## src/design/ssr_pkg.sv

```systemverilog
// ----------------------------------------------------------------------------
// ssr_pkg
// Shared widths, types and arithmetic helpers of the light scissor rectangle
// block.
// ----------------------------------------------------------------------------
package ssr_pkg;

  localparam int FRAC_BITS = 16;
  localparam int IN_W      = 32;
  localparam int RAD_W     = 31;
  localparam int COORD_W   = IN_W + 1;
  localparam int ENT_W     = 32;
  localparam int PROD_W    = ENT_W + COORD_W;
  localparam int SH_W      = PROD_W - FRAC_BITS;
  localparam int SUM_W     = SH_W + 2;
  localparam int REM_W     = SUM_W + 1;
  localparam int Q_BITS    = 15;
  localparam int SCR_W     = 17;
  localparam int NUM_REGS  = 6;
  localparam int CFG_IDX_W = 3;
  localparam int CFG_W     = 64;
  localparam int NUM_ROWS  = 3;
  localparam int NUM_AXES  = 3;
  localparam int CORNER_W  = 3;

  localparam int ROW_X = 0;
  localparam int ROW_Y = 1;
  localparam int ROW_W = 2;

  localparam logic [SCR_W-1:0] SCR_ONE  = SCR_W'(65536);
  localparam logic [SCR_W-1:0] SCR_HALF = SCR_W'(32768);
  localparam logic [SCR_W-1:0] SCR_ZERO = '0;

  typedef enum logic [CFG_IDX_W-1:0] {
    REG_XROW_LO,
    REG_XROW_HI,
    REG_YROW_LO,
    REG_YROW_HI,
    REG_WROW_LO,
    REG_WROW_HI
  } cfg_reg_t;

  typedef logic signed [COORD_W-1:0] coord_t;
  typedef logic signed [SUM_W-1:0]   sum_t;

  // Per-corner control that travels with the data
  typedef struct packed {
    logic valid;
    logic first;
    logic last;
  } tag_t;

  // One screen axis inside the divider
  typedef struct packed {
    logic [REM_W-1:0]  rem;
    logic [Q_BITS-1:0] q;
    logic              neg;
    logic              sat_hi;
    logic              sat_lo;
  } lane_t;

  typedef struct packed {
    tag_t             tag;
    logic             behind;
    logic [SUM_W-1:0] w;
    lane_t            lx;
    lane_t            ly;
  } div_stage_t;

  // Classify v against w and load the magnitude for division
  function automatic lane_t lane_setup(sum_t v, sum_t w);
    lane_t            l;
    logic [SUM_W-1:0] mag;
    l.sat_hi = (v >= w);
    l.sat_lo = !l.sat_hi && (v <= -w);
    l.neg    = v[SUM_W-1];
    mag      = l.neg ? SUM_W'(-v) : SUM_W'(v);
    l.rem    = {1'b0, mag};
    l.q      = '0;
    return l;
  endfunction

  // One restoring division step: one quotient bit
  function automatic lane_t div_step(lane_t l, logic [SUM_W-1:0] w);
    lane_t            o;
    logic [REM_W-1:0] rem2;
    logic [REM_W-1:0] wz;
    o    = l;
    rem2 = {l.rem[REM_W-2:0], 1'b0};
    wz   = {1'b0, w};
    if (rem2 >= wz) begin
      o.rem = rem2 - wz;
      o.q   = {l.q[Q_BITS-2:0], 1'b1};
    end else begin
      o.rem = rem2;
      o.q   = {l.q[Q_BITS-2:0], 1'b0};
    end
    return o;
  endfunction

  // Map the finished quotient to the screen coordinate
  function automatic logic [SCR_W-1:0] lane_screen(lane_t l);
    logic [SCR_W-1:0] qz;
    qz = SCR_W'(l.q);
    if (l.sat_hi) return SCR_ONE;
    if (l.sat_lo) return SCR_ZERO;
    return l.neg ? SCR_HALF - qz : SCR_HALF + qz;
  endfunction

endpackage

```

## src/design/ssr_if.sv

```systemverilog
// ----------------------------------------------------------------------------
// ssr_if
// Valid/ready channels of the light scissor rectangle block.
// ----------------------------------------------------------------------------
interface ssr_in_if;
  logic                                  valid;
  logic                                  ready;
  logic signed [ssr_pkg::IN_W-1:0]       center_x;
  logic signed [ssr_pkg::IN_W-1:0]       center_y;
  logic signed [ssr_pkg::IN_W-1:0]       center_z;
  logic        [ssr_pkg::RAD_W-1:0]      radius;
  modport source (output valid, center_x, center_y, center_z, radius, input ready);
  modport sink   (input valid, center_x, center_y, center_z, radius, output ready);
endinterface


```

## src/design/ssr_corner_gen.sv

```systemverilog
// ----------------------------------------------------------------------------
// ssr_corner_gen
// Holds a light; issues its eight cube corners, one per enabled cycle.
// ----------------------------------------------------------------------------
module ssr_corner_gen (
  input  logic                              clk,
  input  logic                              rst_n,
  input  logic                              en,
  ssr_in_if.sink                            in_ch,
  output ssr_pkg::tag_t                     tag_o,
  output ssr_pkg::coord_t                   v_o [ssr_pkg::NUM_AXES]
);
  import ssr_pkg::*;

  logic signed [IN_W-1:0] cen_r [NUM_AXES];
  logic [RAD_W-1:0]       rad_r;
  logic [CORNER_W-1:0]    cnt_r, cnt_nxt;
  logic                   busy_r, busy_nxt;
  logic                   last_corner;
  logic                   accept;
  tag_t                   tag_r;
  coord_t                 v_r [NUM_AXES];

  assign last_corner = (cnt_r == {CORNER_W{1'b1}});
  assign in_ch.ready = !busy_r || (en && last_corner);
  assign accept      = in_ch.valid && in_ch.ready;

  // Advance the corner count; take the next light on the last corner
  always_comb begin
    cnt_nxt  = cnt_r;
    busy_nxt = busy_r;
    if (busy_r && en) begin
      cnt_nxt = cnt_r + CORNER_W'(1);
      if (last_corner) busy_nxt = 1'b0;
    end
    if (accept) begin
      cnt_nxt  = '0;
      busy_nxt = 1'b1;
    end
  end

  always_ff @(posedge clk) begin
    if (!rst_n) begin
      cnt_r  <= '0;
      busy_r <= 1'b0;
      tag_r  <= '0;
    end else begin
      cnt_r  <= cnt_nxt;
      busy_r <= busy_nxt;
      if (en) begin
        tag_r.valid <= busy_r;
        tag_r.first <= (cnt_r == '0);
        tag_r.last  <= last_corner;
      end
    end
  end

  // Hold the light; form centre +/- radius per axis
  always_ff @(posedge clk) begin
    if (accept) begin
      cen_r[0] <= in_ch.center_x;
      cen_r[1] <= in_ch.center_y;
      cen_r[2] <= in_ch.center_z;
      rad_r    <= in_ch.radius;
    end
    if (en) begin
      for (int a = 0; a < NUM_AXES; a++) begin
        if (cnt_r[NUM_AXES-1-a])
          v_r[a] <= COORD_W'(cen_r[a]) + coord_t'({2'b00, rad_r});
        else
          v_r[a] <= COORD_W'(cen_r[a]) - coord_t'({2'b00, rad_r});
      end
    end
  end

  assign tag_o = tag_r;
  assign v_o   = v_r;

endmodule

```

## src/flat_wrapper.sv

```systemverilog
// flat-port wrapper written by rule: the top's interface ports become plain ports
module ssr_corner_gen_flat import ssr_pkg::*;
  (clk, rst_n, en, tag_o, v_o, in_ch_valid, in_ch_center_x, in_ch_center_y, in_ch_center_z, in_ch_radius, in_ch_ready);
  ssr_in_if in_ch_i ();
  input  logic clk;
  input  logic rst_n;
  input  logic en;
  output ssr_pkg::tag_t tag_o;
  output ssr_pkg::coord_t v_o[ssr_pkg::NUM_AXES];
  input wire logic [$bits(in_ch_i.valid)-1:0] in_ch_valid;
  input wire logic [$bits(in_ch_i.center_x)-1:0] in_ch_center_x;
  input wire logic [$bits(in_ch_i.center_y)-1:0] in_ch_center_y;
  input wire logic [$bits(in_ch_i.center_z)-1:0] in_ch_center_z;
  input wire logic [$bits(in_ch_i.radius)-1:0] in_ch_radius;
  output wire logic [$bits(in_ch_i.ready)-1:0] in_ch_ready;
  assign in_ch_i.valid = in_ch_valid;
  assign in_ch_i.center_x = in_ch_center_x;
  assign in_ch_i.center_y = in_ch_center_y;
  assign in_ch_i.center_z = in_ch_center_z;
  assign in_ch_i.radius = in_ch_radius;
  assign in_ch_ready = in_ch_i.ready;
  ssr_corner_gen u_core (.clk(clk), .rst_n(rst_n), .en(en), .in_ch(in_ch_i), .tag_o(tag_o), .v_o(v_o));
endmodule
```

## config.mk

```make
export PLATFORM = sky130hd
export DESIGN_NAME = ssr_corner_gen_flat
export DESIGN_NICKNAME = d
export VERILOG_FILES = /design/src/design/ssr_pkg.sv /design/src/design/ssr_if.sv /design/src/design/ssr_corner_gen.sv /design/src/flat_wrapper.sv
export SDC_FILE = /design/constraint.sdc
export NUM_CORES = 1
export LEC_CHECK = 0
export BUFFER_PORTS_ARGS = -buffer_cell sky130_fd_sc_hd__buf_4
export CAP_MARGIN = 5
export CORE_MARGIN = 2
export CORE_UTILIZATION = 50
export CTS_CLUSTER_DIAMETER = 120
export DETAILED_ROUTE_END_ITERATION = 12
export GPL_TIMING_DRIVEN = 1
export PLACE_DENSITY = 0.72
export SLEW_MARGIN = 5
export SYNTH_ARGS = -nofsm -noshare
export SYNTH_HDL_FRONTEND = slang
export SYNTH_SLANG_ARGS = --single-unit
export TNS_END_PERCENT = 10
```

## constraint.sdc

```tcl
create_clock -name clk -period 6.4 [get_ports clk]
set_input_delay 1.92 -clock clk [delete_from_list [all_inputs] [get_ports clk]]
set_output_delay 1.92 -clock clk [all_outputs]
set_load 0.01 [all_outputs]
```

==> summary.md <==
| Metric | Value |
|---|---|
| Status | `finished clean` |
| Synth Area in Adders | `0.101` |
| Slew headroom | `0.335` |
| Via density per instance | `5.40` |
| Synth warn | `0` |
| Seq/Total Area, Yosys | `0.518` |
| CTS Buf Count | `28` |
| Comb power frac | `0.220` |
| Clock Sinks | `233` |
| Final ANT Viol Nets | `0` |
| # rows | `59` |
| Met3 Usage GRT | `0.0272` |
| DRC | `0` |
| Hold path depth | `2` |
| Worst-path fanout max | `6` |
| Min cycle time layout | `around 5.7 ns` |
| N_diodes | `0` |
| Iter 0 DRT Violations | `648` |
| Overall global routing resource usage | `0.225` |
| Post-synthesis cell count | `1168` |
| Global-route wire length before repair | `49.5 mm` |
| Area growth, synth to finish | `22.3%` |
| I/O pin total | `between 200 and 250` |
| Crit. End Element | `flip-flop` |
| Synth cell types | `62` |
| Startpoint Class | `flip-flop` |
| Vias in the first global route | `between 9000 and 10000` |
| Mux cell area share after synthesis | `0.00252` |
| RSZ-0062 raised after global routing | `no` |
| Synth async-reset ratio | `0` |
| Core area | `26200 um2` |
| Largest family of logic cells by synthesized area | `compound AO/OA/AOI/OAI gates` |
| Gr ovfl total | `0` |
| M1 GR Usage | `0.327` |
| P_sw | `1.21 mW` |
| Endpoints failing hold | `0` |
| Syn Area/Cell | `11.5 um2` |
| # Max-Cap Violations | `0` |
| Top cell type's share of synthesized area | `0.507` |
| Clock latency on the worst-skew pair | `0.54 ns` |
| Period utilisation layout | `0.898` |
| Die span in x | `168 um` |
| PwrDens | `276 nW/um2` |
| Final setup violation count | `0` |
| GR peak layer | `met2` |
| Maximum vdd drop | `0.180 mV` |
| Hold_buf cts | `0` |
| Synthesized cell area | `around 13000 um2` |
| Fmax | `0.174 GHz` |
| Vias | `9465` |
| IO Port Bufs | `~230` |
| Initial antenna violation count | `0` |
| Required time of the critical path | `6.68 ns` |
| Switch share | `0.269` |
| Int Power | `approximately 3.3 mW` |
| Seq pwr share | `0.435` |
| Final Util | `0.625` |
| Post-CTS setup buffer count | `0` |
| Clock power share | `0.345` |
| Drt pass-1 iters | `7` |
| Cell total after placement | `1703` |
| Crit path kind | `reg -> reg` |
| Worst-Margin Slew | `0.998 ns` |
| CTS tree | `yes` |
| CTS-repair resized insts | `0` |
| Synth Area in XOR/XNOR | `0.119` |
| Met2 Resource Use GR | `0.363` |
| Design Power | `4.51 mW` |
| Hold Crit Class | `reg -> reg` |
| Layout Nets | `~1600` |
| Post-synthesis simple-gate area fraction | `0.113` |
| H-tree Lvls | `1` |
| Reg clk slew, reported paths | `about 0.06 ns` |
| Area leader, netlist | `edfxtp_1` |
| Ys flop type | `edfxtp_1` |
| Avg WL per Cell | `around 18 um` |
| Slew Viols, Final | `0` |
| Top post-synthesis cells by area | `edfxtp_1 (51%), ha_1 (9.6%), xor2_1 (7.3%)` |
| Root Buffer | `clkbuf_16` |
| Clk_skew | `0.00960 ns` |
| Starting density of the core | `0.511` |
| Pleak | `6.54 nW` |
| Die height | `168 um` |
| Placer Congestion | `~0.9` |
| Hold Crit Endpoint | `u_core.tag_o[0]` |
| R2r startpoint | `u_core.rad_r[0]` |
| CP arrival | `6.03 ns` |
| Layout cells sized above 1 | `0.214` |
| Setup TNS Final | `0 ns` |
| Final wirelength | `32.0 mm` |
| Final HPWL DP | `~24 mm` |
| Die ar. | `28100 um2` |
| Cell depth of the worst flop-to-flop path | `20` |
| Number of synthesized register bits | `between 200 and 250` |
| Hold_sp | `u_core.tag_o[0]` |
| Compound-cell area share of the yosys netlist | `0.126` |
| Worst r2r dst | `u_core.v_o[60]` |
| Syn_nets | `1405` |
| Register-to-register setup slack | `0.65 ns` |
| Post-synth EDFFs | `226` |
| Largest net degree at the start of global routing | `76` |
| Bufs on Longest Clock Path | `3` |
| Final cell count without fillers | `about 1800` |
==> stage by stage <==
stage                     hold slack [ns]  worst slack [ns]  cell area [um2]
after floorplan                     0.495             0.792            13400
after global placement              0.506             0.794            15400
after detailed placement            0.507             0.528            15400
after CTS                           0.528             0.516            16400
after global routing                0.549             0.101            16400
final                               0.517             0.651            16400
==> cell families after synthesis <==
logic type	Yosys count
buffers and inverters	69
flip-flops	233
multiplexers	3
adder cells (fa/ha/maj)	106
AO/OA/AOI/OAI	267
XOR/XNOR	182
AND/OR/NAND/NOR	308
==> area by class of cell <==
| class | count | area, um2 |
|---|---|---|
| fill | 2049 | 9840 |
| sequential | 233 | 6930 |
| multi-input combinational | 866 | 6190 |
| timing repair buffer | 239 | 1790 |
| clock buffer | 38 | 790 |
| tap | 335 | 419 |
| clock inverter | 13 | 135 |
| inverter | 30 | 113 |
==> power groups by stage <==
| stage | sequential, mW | clock (mW) | combinational [mW] |
|---|---|---|---|
| floorplan | 2.02 | 0 | 0.566 |
| global placement | 1.99 | 0 | 0.974 |
| detailed placement | 1.99 | 0 | 0.984 |
| CTS | 1.96 | 1.59 | 0.992 |
| global route | 1.98 | 1.65 | 1.09 |
| finish | 1.96 | 1.56 | 0.991 |
==> state kept, by name (all words and copies together), names as in the netlist <==
register	cells
u_core.busy_r	1
u_core.rad_r	31
u_core.cen_r	96
u_core.v_o	99
u_core.tag_o	3
u_core.cnt_r	3
==> metal layers <==
layer | vias up | wire length (um) | share of wire
li1 | 4738 | - | -
met1 | 4429 | 15100 | 0.47
met2 | 264 | 14700 | 0.46
met3 | 34 | 1600 | 0.050
met4 | 0 | 520 | 0.016
met5 | - | 0 | 0
==> critical path, cell delays in order (launching register included) <==
cell and delay [ns]:
edfxtp_1 0.50, inv_1 0.10, ha_1 0.21, nor3b_2 0.29, nor3b_2 0.36, nand2_1 0.17, nor3_1 0.32, nor3b_1 0.42
nor2_1 0.10, xor2_1 0.27, ha_1 0.35, a21oi_1 0.23, o21ai_0 0.11, a2111o_1 0.43, a221oi_1 0.25, o31ai_1 0.16
a31oi_1 0.36, o21ai_1 0.22, a311o_1 0.38, a21oi_1 0.18, xnor2_1 0.09
==> cells in the final DEF, fill, tap and decap left out, types with 4 or more instances in the layout <==
master | netlist | routed
nor2b_1 | 8 | 8
nand2_1 | 53 | 53
a21oi_1 | 85 | 85
nand2b_1 | 16 | 16
dfxtp_1 | 7 | 7
buf_4 | 0 | 239
edfxtp_1 | 226 | 226
o211ai_1 | 4 | 4
xor2_1 | 112 | 112
nand4_1 | 11 | 11
and3_1 | 8 | 8
inv_1 | 30 | 30
nor3b_1 | 6 | 5
nor3_1 | 14 | 14
a221oi_1 | 5 | 5
a21o_1 | 45 | 45
or3_1 | 8 | 8
clkbuf_1 | 24 | 6
nand3_1 | 22 | 22
ha_1 | 103 | 103
o21a_1 | 10 | 10
o21bai_1 | 17 | 17
o31ai_1 | 6 | 6
a41oi_1 | 4 | 4
a21boi_0 | 4 | 4
and2_1 | 7 | 6
nor2_1 | 136 | 136
clkbuf_16 | 0 | 29
a211oi_1 | 10 | 10
clkinvlp_4 | 0 | 7
a31oi_1 | 9 | 9
o21ai_0 | 51 | 51
xnor2_1 | 70 | 70
==> worst max path at each step <==
stage | start | endpoint | slack [ns]
final | u_core.rad_r[0] | u_core.v_o[60] | 0.65
after floorplan | en | u_core.cnt_r[0] | 0.79
after detailed placement | u_core.rad_r[0] | u_core.v_o[60] | 0.53
after global routing | u_core.rad_r[0] | u_core.v_o[97] | 0.10
after CTS | u_core.rad_r[0] | u_core.v_o[97] | 0.52
after global placement | u_core.rad_r[0] | u_core.v_o[97] | 0.79
==> synthesized netlist by cell type (all sizes together), types with 5 or more instances <==
cell    instances
o21bai         17
nand3          22
nand2b         17
clkbuf         24
a21oi          85
dfxtp           7
and3            8
nor2          136
and2            7
a211oi         10
nor2b           8
nor3           16
buf            15
a21o           45
a221oi          5
o21ai          52
nor3b          10
or3             8
o21a           10
xor2          112
xnor2          70
nand2          53
o31ai           6
ha            103
edfxtp        226
a31oi           9
inv            30
nand4          11
(Power assumes the default switching activity.)
