`config.mk`:
```
export PLATFORM = sky130hd
export DESIGN_NAME = ssr_accum_flat
export DESIGN_NICKNAME = d
export VERILOG_FILES = /design/src/design/ssr_pkg.sv /design/src/design/ssr_if.sv /design/src/design/ssr_accum.sv /design/src/flat_wrapper.sv
export SDC_FILE = /design/constraint.sdc
export NUM_CORES = 1
export LEC_CHECK = 0
export ABC_CLOCK_PERIOD_IN_PS = 3790
export BUFFER_PORTS_ARGS = -buffer_cell sky130_fd_sc_hd__buf_4
export CORE_ASPECT_RATIO = 0.9
export CORE_UTILIZATION = 30
export DETAILED_ROUTE_END_ITERATION = 7
export PLACE_DENSITY = 0.62
export SLEW_MARGIN = 20
export SYNTH_ARGS = -nofsm -noshare
export SYNTH_HDL_FRONTEND = slang
export SYNTH_SLANG_ARGS = --single-unit
export TNS_END_PERCENT = 30
```
`constraint.sdc`:
```
create_clock -name clk -period 3.79 [get_ports clk]
set_input_delay 0.379 -clock clk [delete_from_list [all_inputs] [get_ports clk]]
set_output_delay 0.379 -clock clk [all_outputs]
set_load 0.01 [all_outputs]
```
`src/design/ssr_pkg.sv`:
```
// ----------------------------------------------------------------------------
// ssr_pkg
// Shared widths, types and arithmetic helpers of the light scissor rectangle
// block.
// ----------------------------------------------------------------------------
package ssr_pkg;

  localparam int FRAC_BITS = 16;
  localparam int IN_W      = 32;
  localparam int RAD_W     = 31;
  localparam int COORD_W   = IN_W + 1;
  localparam int ENT_W     = 32;
  localparam int PROD_W    = ENT_W + COORD_W;
  localparam int SH_W      = PROD_W - FRAC_BITS;
  localparam int SUM_W     = SH_W + 2;
  localparam int REM_W     = SUM_W + 1;
  localparam int Q_BITS    = 15;
  localparam int SCR_W     = 17;
  localparam int NUM_REGS  = 6;
  localparam int CFG_IDX_W = 3;
  localparam int CFG_W     = 64;
  localparam int NUM_ROWS  = 3;
  localparam int NUM_AXES  = 3;
  localparam int CORNER_W  = 3;

  localparam int ROW_X = 0;
  localparam int ROW_Y = 1;
  localparam int ROW_W = 2;

  localparam logic [SCR_W-1:0] SCR_ONE  = SCR_W'(65536);
  localparam logic [SCR_W-1:0] SCR_HALF = SCR_W'(32768);
  localparam logic [SCR_W-1:0] SCR_ZERO = '0;

  typedef enum logic [CFG_IDX_W-1:0] {
    REG_XROW_LO,
    REG_XROW_HI,
    REG_YROW_LO,
    REG_YROW_HI,
    REG_WROW_LO,
    REG_WROW_HI
  } cfg_reg_t;

  typedef logic signed [COORD_W-1:0] coord_t;
  typedef logic signed [SUM_W-1:0]   sum_t;

  // Per-corner control that travels with the data
  typedef struct packed {
    logic valid;
    logic first;
    logic last;
  } tag_t;

  // One screen axis inside the divider
  typedef struct packed {
    logic [REM_W-1:0]  rem;
    logic [Q_BITS-1:0] q;
    logic              neg;
    logic              sat_hi;
    logic              sat_lo;
  } lane_t;

  typedef struct packed {
    tag_t             tag;
    logic             behind;
    logic [SUM_W-1:0] w;
    lane_t            lx;
    lane_t            ly;
  } div_stage_t;

  // Classify v against w and load the magnitude for division
  function automatic lane_t lane_setup(sum_t v, sum_t w);
    lane_t            l;
    logic [SUM_W-1:0] mag;
    l.sat_hi = (v >= w);
    l.sat_lo = !l.sat_hi && (v <= -w);
    l.neg    = v[SUM_W-1];
    mag      = l.neg ? SUM_W'(-v) : SUM_W'(v);
    l.rem    = {1'b0, mag};
    l.q      = '0;
    return l;
  endfunction

  // One restoring division step: one quotient bit
  function automatic lane_t div_step(lane_t l, logic [SUM_W-1:0] w);
    lane_t            o;
    logic [REM_W-1:0] rem2;
    logic [REM_W-1:0] wz;
    o    = l;
    rem2 = {l.rem[REM_W-2:0], 1'b0};
    wz   = {1'b0, w};
    if (rem2 >= wz) begin
      o.rem = rem2 - wz;
      o.q   = {l.q[Q_BITS-2:0], 1'b1};
    end else begin
      o.rem = rem2;
      o.q   = {l.q[Q_BITS-2:0], 1'b0};
    end
    return o;
  endfunction

  // Map the finished quotient to the screen coordinate
  function automatic logic [SCR_W-1:0] lane_screen(lane_t l);
    logic [SCR_W-1:0] qz;
    qz = SCR_W'(l.q);
    if (l.sat_hi) return SCR_ONE;
    if (l.sat_lo) return SCR_ZERO;
    return l.neg ? SCR_HALF - qz : SCR_HALF + qz;
  endfunction

endpackage

```
`src/design/ssr_if.sv`:
```


interface ssr_out_if;
  logic                          valid;
  logic                          ready;
  logic [ssr_pkg::SCR_W-1:0]     rect_min_x;
  logic [ssr_pkg::SCR_W-1:0]     rect_min_y;
  logic [ssr_pkg::SCR_W-1:0]     rect_max_x;
  logic [ssr_pkg::SCR_W-1:0]     rect_max_y;
  logic                          behind_eye;
  modport source (output valid, rect_min_x, rect_min_y, rect_max_x, rect_max_y,
                  behind_eye, input ready);
  modport sink   (input valid, rect_min_x, rect_min_y, rect_max_x, rect_max_y,
                  behind_eye, output ready);
endinterface

```
`src/design/ssr_accum.sv`:
```
// ----------------------------------------------------------------------------
// ssr_accum
// Running min/max over the corners of a light and the result register.
// ----------------------------------------------------------------------------
module ssr_accum (
  input  logic                 clk,
  input  logic                 rst_n,
  input  ssr_pkg::div_stage_t  stage_i,
  output logic                 en,
  ssr_out_if.source            out_ch
);
  import ssr_pkg::*;

  logic [SCR_W-1:0] minx_r, miny_r, maxx_r, maxy_r;
  logic             beh_r;
  logic [SCR_W-1:0] minx, miny, maxx, maxy, sx, sy;
  logic             beh;
  logic             out_valid_r, out_valid_nxt;
  logic [SCR_W-1:0] o_minx_r, o_miny_r, o_maxx_r, o_maxy_r;
  logic             o_beh_r;
  logic             take;

  assign en   = !out_valid_r || out_ch.ready;
  assign take = en && stage_i.tag.valid;
  assign sx   = lane_screen(stage_i.lx);
  assign sy   = lane_screen(stage_i.ly);

  // Fold this corner into the running box; restart on the first corner
  always_comb begin
    minx = stage_i.tag.first ? SCR_ONE  : minx_r;
    miny = stage_i.tag.first ? SCR_ONE  : miny_r;
    maxx = stage_i.tag.first ? SCR_ZERO : maxx_r;
    maxy = stage_i.tag.first ? SCR_ZERO : maxy_r;
    beh  = stage_i.tag.first ? 1'b0     : beh_r;
    if (stage_i.behind) begin
      beh = 1'b1;
    end else begin
      if (sx < minx) minx = sx;
      if (sx > maxx) maxx = sx;
      if (sy < miny) miny = sy;
      if (sy > maxy) maxy = sy;
    end
  end

  always_comb begin
    out_valid_nxt = out_valid_r;
    if (out_ch.ready) out_valid_nxt = 1'b0;
    if (take && stage_i.tag.last) out_valid_nxt = 1'b1;
  end

  always_ff @(posedge clk) begin
    if (!rst_n) out_valid_r <= 1'b0;
    else        out_valid_r <= out_valid_nxt;
  end

  always_ff @(posedge clk) begin
    if (take) begin
      minx_r <= minx;
      miny_r <= miny;
      maxx_r <= maxx;
      maxy_r <= maxy;
      beh_r  <= beh;
      if (stage_i.tag.last) begin
        o_minx_r <= minx;
        o_miny_r <= miny;
        o_maxx_r <= maxx;
        o_maxy_r <= maxy;
        o_beh_r  <= beh;
      end
    end
  end

  assign out_ch.valid      = out_valid_r;
  assign out_ch.rect_min_x = o_minx_r;
  assign out_ch.rect_min_y = o_miny_r;
  assign out_ch.rect_max_x = o_maxx_r;
  assign out_ch.rect_max_y = o_maxy_r;
  assign out_ch.behind_eye = o_beh_r;

`ifndef ASSERT_OFF
  a_first_not_last: assert property (@(posedge clk) disable iff (!rst_n)
    stage_i.tag.valid |-> !(stage_i.tag.first && stage_i.tag.last))
    else $error("corner tagged both first and last");
  a_last_loads: assert property (@(posedge clk) disable iff (!rst_n)
    (take && stage_i.tag.last) |=> out_valid_r)
    else $error("last corner did not load a result");
  a_range: assert property (@(posedge clk) disable iff (!rst_n)
    out_valid_r |-> (o_minx_r <= SCR_ONE && o_maxx_r <= SCR_ONE &&
                     o_miny_r <= SCR_ONE && o_maxy_r <= SCR_ONE))
    else $error("result edge outside the unit range");
`endif

endmodule

```
`src/flat_wrapper.sv`:
```
// flat-port wrapper written by rule: the top's interface ports become plain ports
module ssr_accum_flat import ssr_pkg::*;
  (clk, rst_n, stage_i, en, out_ch_valid, out_ch_rect_min_x, out_ch_rect_min_y, out_ch_rect_max_x, out_ch_rect_max_y, out_ch_behind_eye, out_ch_ready);
  ssr_out_if out_ch_i ();
  input  logic clk;
  input  logic rst_n;
  input  ssr_pkg::div_stage_t stage_i;
  output logic en;
  output wire logic [$bits(out_ch_i.valid)-1:0] out_ch_valid;
  output wire logic [$bits(out_ch_i.rect_min_x)-1:0] out_ch_rect_min_x;
  output wire logic [$bits(out_ch_i.rect_min_y)-1:0] out_ch_rect_min_y;
  output wire logic [$bits(out_ch_i.rect_max_x)-1:0] out_ch_rect_max_x;
  output wire logic [$bits(out_ch_i.rect_max_y)-1:0] out_ch_rect_max_y;
  output wire logic [$bits(out_ch_i.behind_eye)-1:0] out_ch_behind_eye;
  input wire logic [$bits(out_ch_i.ready)-1:0] out_ch_ready;
  assign out_ch_valid = out_ch_i.valid;
  assign out_ch_rect_min_x = out_ch_i.rect_min_x;
  assign out_ch_rect_min_y = out_ch_i.rect_min_y;
  assign out_ch_rect_max_x = out_ch_i.rect_max_x;
  assign out_ch_rect_max_y = out_ch_i.rect_max_y;
  assign out_ch_behind_eye = out_ch_i.behind_eye;
  assign out_ch_i.ready = out_ch_ready;
  ssr_accum u_core (.clk(clk), .rst_n(rst_n), .stage_i(stage_i), .en(en), .out_ch(out_ch_i));
endmodule
```
==> flow_summary.ini, run 1 <==
[synth]
synth_adder_area_share = 0.101
synth-main-ff-cell = edfxtp_1
synth_top_cell_by_area = edfxtp_1
synth_compound_area_frac = 0.0977
synth.area.top_cells = edfxtp_1 (53%), ha_1 (10%), mux2i_1 (8.1%)
synth-simple-area-share = 0.120
synth_top_family_by_area = simple AND/OR/NAND/NOR gates
syn-num-nets = 910
ys_seq_elements = 139
muxShareOfSynthArea = 0.0874
yosysSeqAreaShare = 0.536
synth_edf_count = 138
yosysWarningCount = 0
synth_top_cell_area_share = 0.533
synthXorXnorAreaFrac = 0.0179
synthCells = 650
yosysUniqueCellTypes = 66
synth.avg_cell_area_um2 = 12.0
synthesis.area_um2 = 7770
async_flop_share = 0

[grt]
grt_pass1_wl_um = 30200
grt_max_degree = 70
grt_pass1_vias = 5700
antenna_found_initial = 0
overflow = 0
grtUsageTotal = 0.149

[flow_run]
cap_violations = 0

[timing]
min_period_over_period = 0.959
slew_viol_final = 0
final-hold-violation-count = 0
fin_tns_setup_ps = 0
worstMarginPinSlew_ps = 974
setup_viol_count_final = 0
max_freq_ghz = 0.275
maxSlewHeadroom = 0.351
fin_skew_ps = 8.66
period_needed_ps = 3640

[layout]
layout.nets = 1126
diodes = 0
final_util = 0.412
area_delta_synth_final_pct = 34.3
layout-drive-gt1-share = 0.314

[power_and_ir_drop]
clkPwrFrac = 0.397
internal_power_mw = 3.35
ir_drop_mv = 0.314
switching_share = 0.254
power_density_nw_per_um2 = 430
p_leak_nw = 4.72
combPwrFrac = 0.186
power_frac_seq = 0.417
p_sw_mw = 1.14

[clocking]
cts_tree = built
cts_buffer_depth = 2
cts.sinks = 139
clk_pin_slew_worst_paths_ps = 60
worstSkewPairLatency_ps = 420
numCtsBuffers = 17
htreeDepth = 4
cts_root_buffer = clkbuf_16

[critical_path]
worstPathArrival_ps = 3790
crit_required_ps = 3940
crit_fanout = 5
startpoint_type = primary input
r2r-start = u_core.maxx_r[4]
critPathKind = in -> reg
worst_r2r_path_depth = 10
crit_start = stage_i[84]
critPathCaptureType = flop

[floorplan]
core_um2 = 25300
dieArea_um2 = 26600
die_y_um = 155
rows = 55
die_w_um = 172
num_io_pins = 269
initial_core_util = 0.307

[status]
status = finished clean

[drt]
post_drt_wl_per_cell_um = 15.6
drtIter0Drc = 359
vias_per_cell = 4.72
drt_wl_total_um = 19100
drc = 0
drtPass1Iterations = 6
final_antenna_net_count = 0
vias = 5763

[min_path]
min_from = rst_n
hold_path_depth = 2
hold_path_class = in -> reg

[placement]
hpwl_um = 13600
gp_congestion = 0.801
numPortBuffers = 113
-- routing by layer --
layer | track usage | up-vias | wire [µm]
li1 | - | 2874 | -
met1 | 0.217 | 2767 | 9770
met2 | 0.219 | 103 | 8210
met3 | 0.0302 | 19 | 849
met4 | 0.0480 | 0 | 233
met5 | 0 | - | 0
-- per-stage QoR --
| stage | instance area [µm²] | hold WS, ps | worst slack, ps | power (mW) | cells |
|---|---|---|---|---|---|
| floorplan | 7770 | 516 | -19.1 | 2.36 | 650 |
| CTS | 10400 | 206 | 97.3 | 4.52 | 1220 |
| detailed placement | 9770 | 541 | -325 | 2.72 | 1188 |
| global placement | 9770 | 535 | -332 | 2.71 | 1188 |
| finish | 10400 | 220 | 154 | 4.49 | 1221 |
| global route | 10400 | 216 | -4.38 | 4.67 | 1221 |
-- registers in the layout, summed over array words and instances (netlist names) --
register	count
u_core.beh_r	1
u_core.out_ch.behind_eye	1
u_core.miny_r	17
u_core.maxx_r	17
u_core.out_ch.rect_max_y	17
u_core.maxy_r	17
u_core.out_ch.valid	1
u_core.minx_r	17
u_core.out_ch.rect_min_x	17
u_core.out_ch.rect_max_x	17
u_core.out_ch.rect_min_y	17
-- worst max-delay path, cell delays in order --
cell and delay, ps:
buf_4 110, or3_1 380, or3_1 340, o31ai_1 290, xnor2_1 150, nand2_1 110, inv_1 90, ha_1 240
a21o_1 180, a21o_1 180, a21o_1 190, a211oi_1 260, nand3_1 200, o211ai_4 160, buf_12 150, mux2_1 360
-- cell usage after synthesis (all sizes together), types with 2 or more instances --
cell type,n
mux2i,63
or3,6
o221ai,2
nor2b,9
nor4b,5
o31ai,7
a21o,16
mux2,4
inv,47
and3,8
nand4,5
nor3,3
a211o,3
ha,62
xnor2,14
or4,5
o21a,2
and4,2
or4b,4
a311oi,2
nand2b,7
nor2,13
o21ai,34
o41ai,2
nor4,3
nor3b,3
clkbuf,14
nand3,15
a211oi,7
o21bai,2
nand2,84
o22ai,2
or3b,3
edfxtp,138
buf,10
a21oi,23
and2,4
o2111ai,3
-- logic make-up (layout without fill, tap and decap cells) --
kind of cell    after synthesis  after routing
fa+ha+maj                    63             63
compound gates              113            113
xor+xnor                     15             15
flops                       139            139
mux                          67             67
simple gates                181            181
buf+inv                      72            301
-- cells in the final DEF (no fill, tap or decap), drive strengths merged, types with 4 or more instances in the layout --
master,instances
a211oi,7
a21o,16
a21oi,23
and2,4
and3,8
buf,221
bufinv,4
clkbuf,20
clkinv,5
edfxtp,138
ha,62
inv,49
mux2,4
mux2i,63
nand2,84
nand2b,7
nand3,15
nand4,5
nor2,13
nor2b,9
nor4b,5
o21ai,34
o31ai,7
or3,6
or4,5
or4b,4
xnor2,14
-- power groups by stage --
stage                     logic (mW)  registers [mW]  clock network (mW)
after floorplan                0.443            1.92                   0
after global placement         0.812            1.90                   0
after detailed placement       0.820            1.90                   0
after CTS                      0.828            1.87                1.82
after global routing           0.919            1.88                1.87
final                          0.833            1.87                1.78
-- layout make-up --
cell class                 instances  area, µm²
sequential                       139       4160
timing repair buffer             221       1710
multi-input combinational        439       3330
tap                              342        428
inverter                          48        181
clock inverter                    12        188
clock buffer                      20        437
fill                            2452      14900
-- what timing repair did --
action                     4_1_cts  5_1_grt
hold buffers                     0        0
resized for setup                0        7
setup buffers                    0        1
setup endpoints to repair        0       74
-- worst paths after layout --
kind | slack (ps) | to
max | 150 | u_core.maxx_r[0]
min | 220 | u_core.out_ch.valid
max reg2reg | 1020 | u_core.maxx_r[0]
min reg2reg | 550 | u_core.out_ch.valid
No activity file was read; power rests on OpenSTA's default activity.
==> run 2, diff against run 1 <==
PLACE_DENSITY = default   (was 0.62)
PLACE_DENSITY_LB_ADDON = 0.08   (was default)
==> run 2 against run 1 <==
  * Die area is the same
  * Non-clock buffer count grew 5
  * Count of clock-buffer cells in the layout shrank 2
  * Wire length grew 6.7%
  * Combinational power grew 5.4%
  * Worst hold slack lost 5.9 ps
  * Via count grew 1.2%
  * Flip-flop and latch count is the same
  * Worst setup slack lost 54 ps
  * Final cell count grew 0.25%
  * Highest routed layer unchanged
==> flow_summary.ini, run 2 (synthesized netlist as in run 1, its figures left out) <==
[status]
status = finished clean

[critical_path]
worst_path_largest_cell_delay_ps = 470
critPathKind = in -> reg
crit_top_cell = buf_4
startpoint_type = primary input
crit_family = simple AND/OR/NAND/NOR gates
crit_fanout = 6
slowest_stage = or4b_4
critPathCaptureType = flop
cp_cell_sequence = buf_4 > inv_1 > ha_1 > or4b_4 > buf_4 > o31ai_2 > xnor2_1 > nand2_1 > inv_1 > ha_4 > buf_4 > nand4_1 > nor4_2 > buf_4 > a311oi_2 > o211ai_4 > buf_8 > mux2i_4
crit_required_ps = 4050
worstPathArrival_ps = 3940
path_buf_inv = 7

[drt]
vias_per_cell = 4.77
drtPass1Iterations = 4
final_antenna_net_count = 0
drt_wl_total_um = 20300
vias = 5835
drc = 0
drtIter0Drc = 338
post_drt_wl_per_cell_um = 16.6

[timing]
fin_tns_setup_ps = 0
maxSlewHeadroom = 0.353
max_freq_ghz = 0.271
period_needed_ps = 3690
setup_ws_ps = 100
worstMarginPinSlew_ps = 970
slew_viol_final = 0
fin_skew_ps = 9.80
min_period_over_period = 0.973
final-hold-violation-count = 0
setup_viol_count_final = 0
hold_ws_ps = 214

[layout]
area_delta_synth_final_pct = 36.2
mostFrequentLayoutCell = buf_4
layout-drive-gt1-share = 0.342
stdcell_area_um2 = 10600
layout.nets = 1131
stdcell_count = 1224
final_cell_mix = buf_4 (217), edfxtp_1 (138), nand2_1 (84)
final_util = 0.418
diodes = 0

[clocking]
htreeDepth = 4
numCtsBuffers = 17
cts.sinks = 139
hold_buffers = 0
clk_pin_slew_worst_paths_ps = 60
cts_tree = built
cts_root_buffer = clkbuf_16
worstSkewPairLatency_ps = 420
cts_buffer_depth = 2

[placement]
pre_cts_ws_ps = -450
hpwl_um = 14700
gp_congestion = 0.831
dp_cells = 1192
placed_area_um2 = 9810
numPortBuffers = 113

[floorplan]
num_io_pins = 269
core_um2 = 25300
rows = 55
dieArea_um2 = 26600
die_w_um = 172
die_y_um = 155
initial_core_util = 0.307

[grt]
grt_max_degree = 70
antenna_found_initial = 0
overflow = 0
grt_pass1_vias = 5974
grt_pass1_wl_um = 32300
grtUsageTotal = 0.159

[flow_run]
cap_violations = 0

[power_and_ir_drop]
ir_drop_mv = 0.264
p_total_mw = 4.44
p_leak_nw = 4.71
power_density_nw_per_um2 = 419

[min_path]
hold_path_class = in -> reg
## run 2: cell count changes in the layout (fill, tap and decap cells not counted), sizes merged
cell and delta:
buf +5, bufinv -1, clkbuf -2, clkinv +4, inv -3
## run 2: cell type report
class	instances	area [µm²]
Clock buffer	18	429
Clock inverter	12	151
Fill cell	2440	14700
Inverter	48	181
Multi-Input combinational cell	439	3450
Sequential cell	139	4160
Tap cell	342	428
Timing Repair Buffer	226	1780
## run 2: report_power, final
part / internal (mW) / switching [mW] / leakage, nW
Combinational: 0.414 / 0.463 / 3.05
Clock: 1.02 / 0.665 / 0.281
Sequential: 1.84 / 0.0303 / 1.38
Total: 3.28 / 1.16 / 4.71
## run 2: path summary, 6_finish.rpt
kind                                          start                  end  slack [ps]  depth (start not counted)
worst min register to register  u_core.out_ch.valid  u_core.out_ch.valid         540                          2
worst min-delay path                          rst_n  u_core.out_ch.valid         210                          2
worst max-delay path                    stage_i[74]     u_core.maxx_r[1]         100                         18
worst max register to register     u_core.maxx_r[4]     u_core.maxx_r[1]        1040                         10
## run 2: timing repair
item / in CTS / in global routing
pin swaps: 0 / 5
hold endpoints to repair: 0 / 0
setup endpoints to repair: 6 / 83
resized for setup: 3 / 36
setup buffers: 0 / 2
## run 2: routing by layer
layer	global-route usage	vias to the layer above	wire length, µm
li1	-	2877	-
met1	0.233	2821	10600
met2	0.230	116	8640
met3	0.0328	21	760
met4	0.0548	0	297
met5	0	-	0
